[config.mk]
export PLATFORM = sky130hd
export DESIGN_NAME = pmc_ctrl
export DESIGN_NICKNAME = d
export VERILOG_FILES = /design/src/rtl/pmc_pkg.sv /design/src/rtl/pmc_ctrl.sv
export SDC_FILE = /design/constraint.sdc
export NUM_CORES = 1
export LEC_CHECK = 0
export BUFFER_PORTS_ARGS = -buffer_cell sky130_fd_sc_hd__buf_4
export CORE_UTILIZATION = 43
export CTS_CLUSTER_DIAMETER = 100
export DETAILED_ROUTE_END_ITERATION = 6
export REMOVE_ABC_BUFFERS = 1
export SKIP_LAST_GASP = 1
export SLEW_MARGIN = 20
export SYNTH_ARGS = -nofsm -noshare
export SYNTH_HDL_FRONTEND = slang
export SYNTH_SLANG_ARGS = --single-unit
[constraint.sdc]
create_clock -name clk -period 5.1 [get_ports clk]
set_clock_uncertainty 0.1 [all_clocks]
set_input_delay 1.02 -clock clk [delete_from_list [all_inputs] [get_ports clk]]
set_output_delay 1.02 -clock clk [all_outputs]
set_load 0.05 [all_outputs]
[src/rtl/pmc_pkg.sv]
// ----------------------------------------------------------------------------
// pmc_pkg
// Shared types and constants for the polytope membership counter.
// ----------------------------------------------------------------------------
package pmc_pkg;

  localparam int MAX_CONSTRAINTS = 64;
  localparam int MAX_DIMS        = 16;

  localparam int ROW_W       = $clog2(MAX_CONSTRAINTS);
  localparam int DIM_W       = $clog2(MAX_DIMS);
  localparam int COEF_ADDR_W = ROW_W + DIM_W;
  localparam int COEF_DEPTH  = MAX_CONSTRAINTS * MAX_DIMS;

  localparam int COEF_W   = 16;
  localparam int BOUND_W  = 40;
  localparam int COORD_W  = 17;
  localparam int TALLY_W  = 32;
  localparam int PROD_W   = COORD_W + 1 + COEF_W;
  localparam int ACC_W    = BOUND_W + 1;

  localparam int ROWS_CFG_W = 7;
  localparam int DIMS_CFG_W = 5;
  localparam int CFG_DATA_W = 7;
  localparam int CFG_IDX_W  = 1;

  localparam logic [COORD_W-1:0] COORD_ONE = COORD_W'(65536);

  // input word commands
  localparam logic [1:0] CMD_COEF   = 2'd0;
  localparam logic [1:0] CMD_BOUND  = 2'd1;
  localparam logic [1:0] CMD_SAMPLE = 2'd2;
  localparam logic [1:0] CMD_CLEAR  = 2'd3;

  // configuration register indexes
  localparam logic [CFG_IDX_W-1:0] REG_ROWS_USED = 1'd0;
  localparam logic [CFG_IDX_W-1:0] REG_DIMS_USED = 1'd1;

  typedef struct packed {
    logic [1:0]                cmd;
    logic [5:0]                row_index;
    logic [3:0]                dim_index;
    logic signed [COEF_W-1:0]  coef_value;
    logic signed [BOUND_W-1:0] bound_value;
    logic [COORD_W-1:0]        coord_value;
    logic                      last_coord;
  } in_word_t;

  typedef struct packed {
    logic               point_inside;
    logic [TALLY_W-1:0] inside_count;
  } out_word_t;

  // controller to datapath
  typedef struct packed {
    logic             accept;     // input word taken this cycle
    logic             start;      // evaluation of a point begins
    logic             issue;      // one multiply-accumulate step issued
    logic             first;      // step is the first of its row
    logic             row_end;    // step is the last of its row
    logic [ROW_W-1:0] row;
    logic [DIM_W-1:0] dim;
    logic             zero_dims;  // no dimension used: products are zero
    logic             load_out;   // load result register, update tally
  } pmc_cmd_t;

endpackage

[src/rtl/pmc_ctrl.sv]
// ----------------------------------------------------------------------------
// pmc_ctrl
// Sequencer: configuration registers, row/dimension walk, result handshake.
// ----------------------------------------------------------------------------
module pmc_ctrl
  import pmc_pkg::*;
(
  input  logic                  clk,
  input  logic                  rst,
  input  logic                  item_valid,
  output logic                  item_ready,
  input  logic [1:0]            item_cmd,
  input  logic                  item_last,
  output logic                  result_valid,
  input  logic                  result_ready,
  input  logic                  cfg_en,
  input  logic [CFG_IDX_W-1:0]  cfg_index,
  input  logic [CFG_DATA_W-1:0] cfg_data,
  output pmc_cmd_t              ctrl
);

  typedef enum logic [1:0] {
    S_IDLE,
    S_RUN,
    S_DRAIN,
    S_FINISH
  } state_t;

  localparam logic [1:0] DRAIN_LAST = 2'd2;

  state_t                state;
  logic [ROW_W-1:0]      row_cnt;
  logic [DIM_W-1:0]      dim_cnt;
  logic [1:0]            drain_cnt;
  logic [ROWS_CFG_W-1:0] rows_used;
  logic [DIMS_CFG_W-1:0] dims_used;

  logic [ROWS_CFG_W-1:0] rows_eff;
  logic [DIMS_CFG_W-1:0] dims_eff;
  logic [ROW_W-1:0]      row_last;
  logic [DIM_W-1:0]      dim_last;
  logic [ROWS_CFG_W-1:0] rows_m1;
  logic [DIMS_CFG_W-1:0] dims_m1;
  logic                  accept;
  logic                  last_sample;
  logic                  load_out;

  assign rows_eff = (rows_used > ROWS_CFG_W'(MAX_CONSTRAINTS)) ?
                    ROWS_CFG_W'(MAX_CONSTRAINTS) : rows_used;
  assign dims_eff = (dims_used > DIMS_CFG_W'(MAX_DIMS)) ? DIMS_CFG_W'(MAX_DIMS) : dims_used;
  assign rows_m1  = rows_eff - 1'b1;
  assign dims_m1  = dims_eff - 1'b1;
  assign row_last = rows_m1[ROW_W-1:0];
  assign dim_last = (dims_eff == '0) ? '0 : dims_m1[DIM_W-1:0];

  assign item_ready  = (state == S_IDLE);
  assign accept      = item_valid && item_ready;
  assign last_sample = accept && (item_cmd == CMD_SAMPLE) && item_last;
  assign load_out    = (state == S_FINISH) && (!result_valid || result_ready);

  always_comb begin
    ctrl           = '0;
    ctrl.accept    = accept;
    ctrl.start     = last_sample;
    ctrl.issue     = (state == S_RUN);
    ctrl.first     = (dim_cnt == '0);
    ctrl.row_end   = (dim_cnt == dim_last);
    ctrl.row       = row_cnt;
    ctrl.dim       = dim_cnt;
    ctrl.zero_dims = (dims_eff == '0);
    ctrl.load_out  = load_out;
  end

  always_ff @(posedge clk) begin
    if (rst) begin
      state        <= S_IDLE;
      row_cnt      <= '0;
      dim_cnt      <= '0;
      drain_cnt    <= '0;
      rows_used    <= ROWS_CFG_W'(1);
      dims_used    <= DIMS_CFG_W'(1);
      result_valid <= 1'b0;
    end else begin
      if (cfg_en) begin
        unique case (cfg_index)
          REG_ROWS_USED: rows_used <= cfg_data[ROWS_CFG_W-1:0];
          REG_DIMS_USED: dims_used <= cfg_data[DIMS_CFG_W-1:0];
          default: ;
        endcase
      end

      if (load_out) begin
        result_valid <= 1'b1;
      end else if (result_ready) begin
        result_valid <= 1'b0;
      end

      unique case (state)
        S_IDLE: begin
          if (last_sample) begin
            row_cnt <= '0;
            dim_cnt <= '0;
            state   <= (rows_eff == '0) ? S_FINISH : S_RUN;
          end
        end
        S_RUN: begin
          if (dim_cnt == dim_last) begin
            dim_cnt <= '0;
            if (row_cnt == row_last) begin
              drain_cnt <= '0;
              state     <= S_DRAIN;
            end else begin
              row_cnt <= row_cnt + 1'b1;
            end
          end else begin
            dim_cnt <= dim_cnt + 1'b1;
          end
        end
        S_DRAIN: begin
          drain_cnt <= drain_cnt + 1'b1;
          if (drain_cnt == DRAIN_LAST) begin
            state <= S_FINISH;
          end
        end
        S_FINISH: begin
          if (load_out) begin
            state <= S_IDLE;
          end
        end
        default: state <= S_IDLE;
      endcase
    end
  end

  // a pending result is never overwritten
  a_no_overwrite: assert property (@(posedge clk) disable iff (rst)
    (result_valid && !result_ready) |-> !load_out)
    else $error("result overwritten");

  // walk stays inside the active rows
  a_row_range: assert property (@(posedge clk) disable iff (rst)
    (state == S_RUN) |-> ({1'b0, row_cnt} < rows_eff))
    else $error("row counter out of range");

  // a point with active rows starts the walk on the next cycle
  a_start_run: assert property (@(posedge clk) disable iff (rst)
    (last_sample && (rows_eff != '0)) |=> (state == S_RUN) && (row_cnt == '0))
    else $error("evaluation did not start");

endmodule

==> results of run 1 <==
==> how the worst max path moves through the flow <==
stage,to
final,ctrl[12]
after global routing,ctrl[12]
after CTS,ctrl[12]
after detailed placement,ctrl[12]
after global placement,ctrl[12]
after floorplan,ctrl[12]
==> per-stage QoR <==
stage	hold slack, ps	utilization (%)
finish	368	55.0
global route	400	55.0
CTS	373	54.8
detailed placement	359	53.5
global placement	349	53.5
floorplan	338	-
==> area by class of cell <==
type / instances / area [um2]
multi-input combinational: 169 / 1110
sequential: 27 / 541
inverter: 15 / 56.3
tap: 48 / 60.1
clock buffer: 3 / 41.3
clock inverter: 1 / 7.51
timing repair buffer: 34 / 255
fill: 359 / 1700
==> cell families after synthesis <==
kind of cell	after synthesis	share of synthesized area, %
buffers and inverters	25	6.07
AOI/OAI and AO/OA	57	23.3
xor gates and xnor gates	8	4.00
DFF	27	30.8
adders and majority gates	12	8.57
and+or+nand+nor	89	25.5
muxes	3	1.71
==> synth_stat cells, types with 2 or more instances <==
master | number | area, um2
nor2b_1 | 6 | 37.5
ha_1 | 12 | 150
a211o_1 | 2 | 17.5
inv_1 | 15 | 56.3
a31oi_1 | 2 | 12.5
dfxtp_1 | 27 | 541
mux2i_1 | 3 | 30.0
nor2_1 | 11 | 41.3
clkbuf_1 | 6 | 22.5
xnor2_1 | 4 | 35.0
a21oi_1 | 25 | 125
nand3_1 | 13 | 65.1
nand2b_1 | 2 | 12.5
buf_4 | 3 | 22.5
o21a_1 | 2 | 15.0
o21ai_0 | 6 | 30.0
a311oi_1 | 3 | 26.3
nor3_1 | 5 | 25.0
or3_1 | 5 | 31.3
xor2_1 | 4 | 35.0
nand2_1 | 34 | 128
==> worst register-to-register path, stage by stage, from the launching register on <==
cell and delay, ps:
dfxtp_1 450, inv_1 130, nand2_1 120, ha_1 180, or3b_4 400, a2111o_1 370
o211a_1 150, o41ai_4 480, o311ai_2 340, or3_1 420, a21oi_1 140
==> where the power goes <==
part           internal, mW  switching, mW  total, mW
Combinational         0.110          0.193      0.303
Clock                0.0555         0.0720      0.128
Sequential            0.226         0.0197      0.246
==> flip-flops by register name, summed over array words and instances, names as in the netlist <==
name,cells
row_cnt,6
state,2
drain_cnt,2
dim_cnt,4
result_valid,1
rows_used,7
dims_used,5
==> per-layer routing <==
metal  routed length, um  vias to the layer above  track usage, %
met1                2000                      774            26.6
met4                  42                        0            7.07
met2                2130                       38            37.4
met3                 149                        7            2.41
li1                    -                      848               -
met5                   0                        -               0
==> cells in the final DEF, fill, tap and decap left out, types with 2 or more instances in the layout <==
| master | n |
|---|---|
| a21oi_1 | 25 |
| o21a_1 | 2 |
| buf_4 | 34 |
| clkbuf_8 | 3 |
| or3_1 | 5 |
| o21ai_0 | 6 |
| mux2i_1 | 3 |
| inv_1 | 15 |
| a211o_1 | 2 |
| ha_1 | 12 |
| a311oi_1 | 3 |
| nand3_1 | 13 |
| nor2b_1 | 6 |
| nand2_1 | 34 |
| dfxtp_1 | 27 |
| xor2_1 | 4 |
| nor2_1 | 11 |
| a31oi_1 | 2 |
| xnor2_1 | 4 |
| nand2b_1 | 2 |
| nor3_1 | 5 |
==> results.json, run 1 <==
{
  "synthCells": 221,
  "ant_nets": 0,
  "clkSlewWorstSetupHoldPaths_ps": 100,
  "place_area_um2": 2020,
  "grt_pass1_vias": 1629,
  "rsz0062_at_grt": "no",
  "fp.dieArea_um2": 4340,
  "cts_resized": 0,
  "startpoint_type": "register",
  "layout-drive-gt1-share_pct": 18.5,
  "cts_tree": "built",
  "ys_async_sr_fraction_pct": 0,
  "end_kind": "primary output",
  "worst_path_max_delay_cell": "or4_4",
  "netlist_area_um2": 1750,
  "io_buffers": 34,
  "route.detailed.drc": 0,
  "cpPeakStageDelay_ps": 580,
  "cts_root_buf": "clkbuf_8",
  "yosysWarnings": 0,
  "synth_edf_count": 0,
  "status": "finished clean",
  "cts_buffer_depth": 2,
  "drt_iter0_drc": 130,
  "detail_route.wirelength_um": 4310,
  "ios": 35,
  "post-place-ws_ps": 1360,
  "max-slew-margin-rel_pct": 52.7,
  "tightestPinTransition_ps": 708,
  "cts_hold_buf": 0,
  "viasPerCell": 5.61,
  "cp_common_cell": "inv_1",
  "final_cells": 297,
  "drtPass1Iterations": 6,
  "cts_buffers": 3,
  "grt_overflow": 0,
  "finalCriticalPeriod_ps": 4040,
  "htreeDepth": 1,
  "antenna-diode-count": 0,
  "worstPathRequired_ps": 3980,
  "cts_sinks": 27,
  "finalWorstSetupSlack_ps": 1060,
  "drv_cap": 0,
  "clock.fmax_mhz": 248,
  "syn_avg_cell_area_um2": 7.93,
  "worst-path-buf-inv": 3,
  "startpoint": "dims_used[4]$_SDFFE_PP0P_",
  "rrSetupSlack_ps": 1760,
  "grt_usage_pct": 21.3,
  "path_depth": 9,
  "power.leakage_nw": 0.854,
  "timing.rr.end": "row_cnt[4]$_SDFFE_PP0P_",
  "fin_tns_setup_ps": 0,
  "arrival_ps": 2920,
  "path_class": "reg -> out",
  "die_w_um": 65.9,
  "num_vias": 1667,
  "grt_pass1_wl_um": 7130,
  "holdPathStages": 2,
  "hold_violations": 0,
  "grt_max_degree": 21,
  "cp_top_family": "simple AND/OR/NAND/NOR gates",
  "clk_latency_ps": 280,
  "antenna_found_initial": 0,
  "hold_start": "drain_cnt[1]$_SDFFE_PP0P_",
  "ys_seq_area_share_pct": 30.8,
  "core_um2": 3770,
  "reg2reg_depth": 10,
  "setup_violations": 0,
  "area_growth_pct": 18.3,
  "synth_cell_types": 52,
  "power_density_nw_per_um2": 326,
  "slew_violations": 0,
  "post-cts-setup-buffers": 0,
  "total_power_mw": 0.676,
  "hold_path_class": "reg -> reg",
  "holdPathEnd": "drain_cnt[1]$_SDFFE_PP0P_",
  "design_area_um2": 2070,
  "reg2reg_from": "dims_used[4]$_SDFFE_PP0P_",
  "ys.flop_type": "dfxtp_1",
  "ir_drop_mv": 0.217,
  "placementRows": 22,
  "post_drt_wl_per_cell_um": 14.5,
  "period_share_pct": 79.2,
  "dpl.cell_count": 293,
  "critical_path.cell_chain": "inv_1, nand2_1, ha_1, or3b_4, a2111o_1, o211a_1, or4_4, inv_1, buf_4",
  "crit_fanout": 7,
  "gp_congestion": 0.765,
  "start_util_pct": 46.5,
  "nets": 278,
  "die-height_um": 65.9,
  "dp_hpwl_um": 3310,
  "ys_ff_latch": 27
}
Note: power is estimated with default switching activity, not from simulation.
==> run 2, diff against run 1 <==
- ABC_AREA: default -> 1
- clock period: 5.1 -> 3.8 ns (I/O delays scaled with it)
==> run 2 against run 1 <==
- non-clock buffer count is the same
- final cell count grew 16%
- first-iteration DRC count shrank 62%
- largest cell class unchanged
- critical path depth grew 3
- sequential cell count is the same
- largest power group unchanged
- cell area grew 3.4%
- sequential share of layout area shrank 0.85 points
- highest routed layer unchanged
- combinational power grew 110%
- sequential power grew 46%
- via count is the same
==> results.json, run 2 <==
{
  "drv_cap": 0,
  "layout-drive-gt1-share_pct": 17.6,
  "synth_most_common_cell": "nand2_1",
  "synth_common_cells": "nand2_1 (49), nor2_1 (36), inv_1 (35), dfxtp_1 (27), nand3_1 (23)",
  "ys.flop_type": "dfxtp_1",
  "finalWorstSetupSlack_ps": 779,
  "yosysWarnings": 0,
  "die_w_um": 66.9,
  "start_util_pct": 44.9,
  "hold_path_class": "reg -> reg",
  "synth_top_cell_by_area": "dfxtp_1",
  "netlist_area_um2": 1810,
  "top_register": "rows_used",
  "arrival_ps": 2160,
  "cts_buffer_depth": 2,
  "place_area_um2": 2100,
  "rrSetupSlack_ps": 1350,
  "synth.area.top_cells": "dfxtp_1 (30%), nand2_1 (10%), ha_1 (8.3%), nor2_1 (7.5%), inv_1 (7.3%)",
  "power_density_nw_per_um2": 547,
  "final_cells": 345,
  "fp.dieArea_um2": 4470,
  "synth_cell_types": 30,
  "post_drt_wl_per_cell_um": 10.9,
  "gp_congestion": 0.785,
  "period_share_pct": 79.5,
  "final_util_pct": 53.2,
  "setup_violations": 0,
  "end_kind": "primary output",
  "clkSlewWorstSetupHoldPaths_ps": 100,
  "ios": 35,
  "holdPathStages": 2,
  "tightestPinTransition_ps": 741,
  "total_power_mw": 1.17,
  "clk_latency_ps": 280,
  "slew_violations": 0,
  "holdPathEnd": "rows_used[5]$_SDFFE_PP0P_",
  "layout_commonest_cell": "nand2_1",
  "design_area_um2": 2140,
  "cts_tree": "built",
  "dp_hpwl_um": 2910,
  "largest_register_ffs": 7,
  "rsz0062_at_grt": "no",
  "grt_usage_pct": 19.1,
  "nets": 324,
  "cts_resized": 0,
  "num_vias": 1667,
  "viasPerCell": 4.83,
  "ys_ff_latch": 27,
  "die-height_um": 66.9,
  "drt_iter0_drc": 50,
  "post-cts-setup-buffers": 0,
  "placementRows": 23,
  "grt_max_degree": 21,
  "whs_ps": 391,
  "dpl.cell_count": 341,
  "cts_buffers": 3,
  "grt_pass1_vias": 1519,
  "synth_edf_count": 0,
  "area_growth_pct": 18.5,
  "ys_seq_area_share_pct": 29.9,
  "max-slew-margin-rel_pct": 50.1,
  "timing.rr.end": "dim_cnt[0]$_SDFFE_PP0P_",
  "grt_overflow": 0,
  "route.detailed.drc": 0,
  "syn_avg_cell_area_um2": 6.91,
  "worstPathRequired_ps": 2940,
  "antenna_found_initial": 0,
  "mostFrequentLayoutCells": "nand2_1 (49), nor2_1 (36), inv_1 (35)",
  "reg2reg_from": "state[1]$_SDFFE_PP0P_",
  "status": "finished clean",
  "post-place-ws_ps": 1070,
  "grt_pass1_wl_um": 6580,
  "ys_async_sr_fraction_pct": 0,
  "clock.fmax_mhz": 331,
  "io_buffers": 34,
  "finalCriticalPeriod_ps": 3020,
  "ir_drop_mv": 0.199,
  "hold_violations": 0,
  "core_um2": 4030,
  "antenna-diode-count": 0,
  "crit_fanout": 5,
  "cts_root_buf": "clkbuf_8",
  "reg_top3": "rows_used x7, row_cnt x6, dims_used x5",
  "startpoint_type": "register",
  "htreeDepth": 1,
  "yosysTopAreaCellShare_pct": 29.9,
  "reg2reg_depth": 7,
  "cts_sinks": 27,
  "synthCells": 262,
  "ant_nets": 0,
  "cts_hold_buf": 0,
  "hold_start": "rows_used[5]$_SDFFE_PP0P_",
  "fin_tns_setup_ps": 0,
  "power.leakage_nw": 0.975,
  "detail_route.wirelength_um": 3770,
  "drtPass1Iterations": 4,
  "path_class": "reg -> out"
}
==> run 2: worst max-delay path by stage <==
stage / start / cells past startpoint / slack [ps] / end
2_1_floorplan: dim_cnt[0]$_SDFFE_PP0P_ / 3 / 980 / ctrl[13]
3_3_place_gp: dims_used[0]$_SDFFE_PP1P_ / 12 / 1110 / ctrl[12]
3_5_place_dp: dims_used[0]$_SDFFE_PP1P_ / 12 / 1070 / ctrl[12]
4_1_cts: dims_used[0]$_SDFFE_PP1P_ / 12 / 750 / ctrl[12]
5_1_grt: dims_used[0]$_SDFFE_PP1P_ / 13 / 520 / ctrl[12]
6_report: dims_used[0]$_SDFFE_PP1P_ / 12 / 780 / ctrl[12]
==> run 2: logic make-up (layout without fill, tap and decap cells) <==
| kind of cell | after synthesis | count (layout) | share of synthesized area (%) |
|---|---|---|---|
| compound gates | 40 | 40 | 12.8 |
| fa+ha+maj | 12 | 12 | 8.29 |
| xor+xnor | 14 | 14 | 7.60 |
| simple gates | 127 | 127 | 32.0 |
| buf+inv | 42 | 75 | 9.47 |
| flops | 27 | 27 | 29.9 |
==> run 2: power by group <==
group          internal [mW]  switching, mW  total [mW]
sequential             0.320         0.0385       0.359
clock                 0.0737         0.0988       0.173
combinational          0.212          0.430       0.642
==> run 2: area by class of cell <==
cell class                 instances  area [um2]
timing repair buffer              34         255
fill                             424        1880
tap                               50        62.6
sequential                        27         541
multi-input combinational        193        1100
clock inverter                     1        5.00
inverter                          37         141
clock buffer                       3        41.3
==> run 2: critical path, stage by stage, from the launching register on <==
cell and delay, ps:
dfxtp_1 340, nor2_1 170, nand2_1 70, nand2_1 70, nand2_1 100, ha_1 230, nand3_1 170, nand2_1 90
xor2_1 140, nor2_1 110, nand3_2 130, inv_1 80, buf_4 190
==> run 2: routing by layer <==
metal	track usage, %	share of wire [%]	up-vias
met4	5.59	1.2	0
li1	-	-	902
met2	31.8	44	19
met5	0	0	-
met3	2.05	2.0	4
met1	25.5	53	742
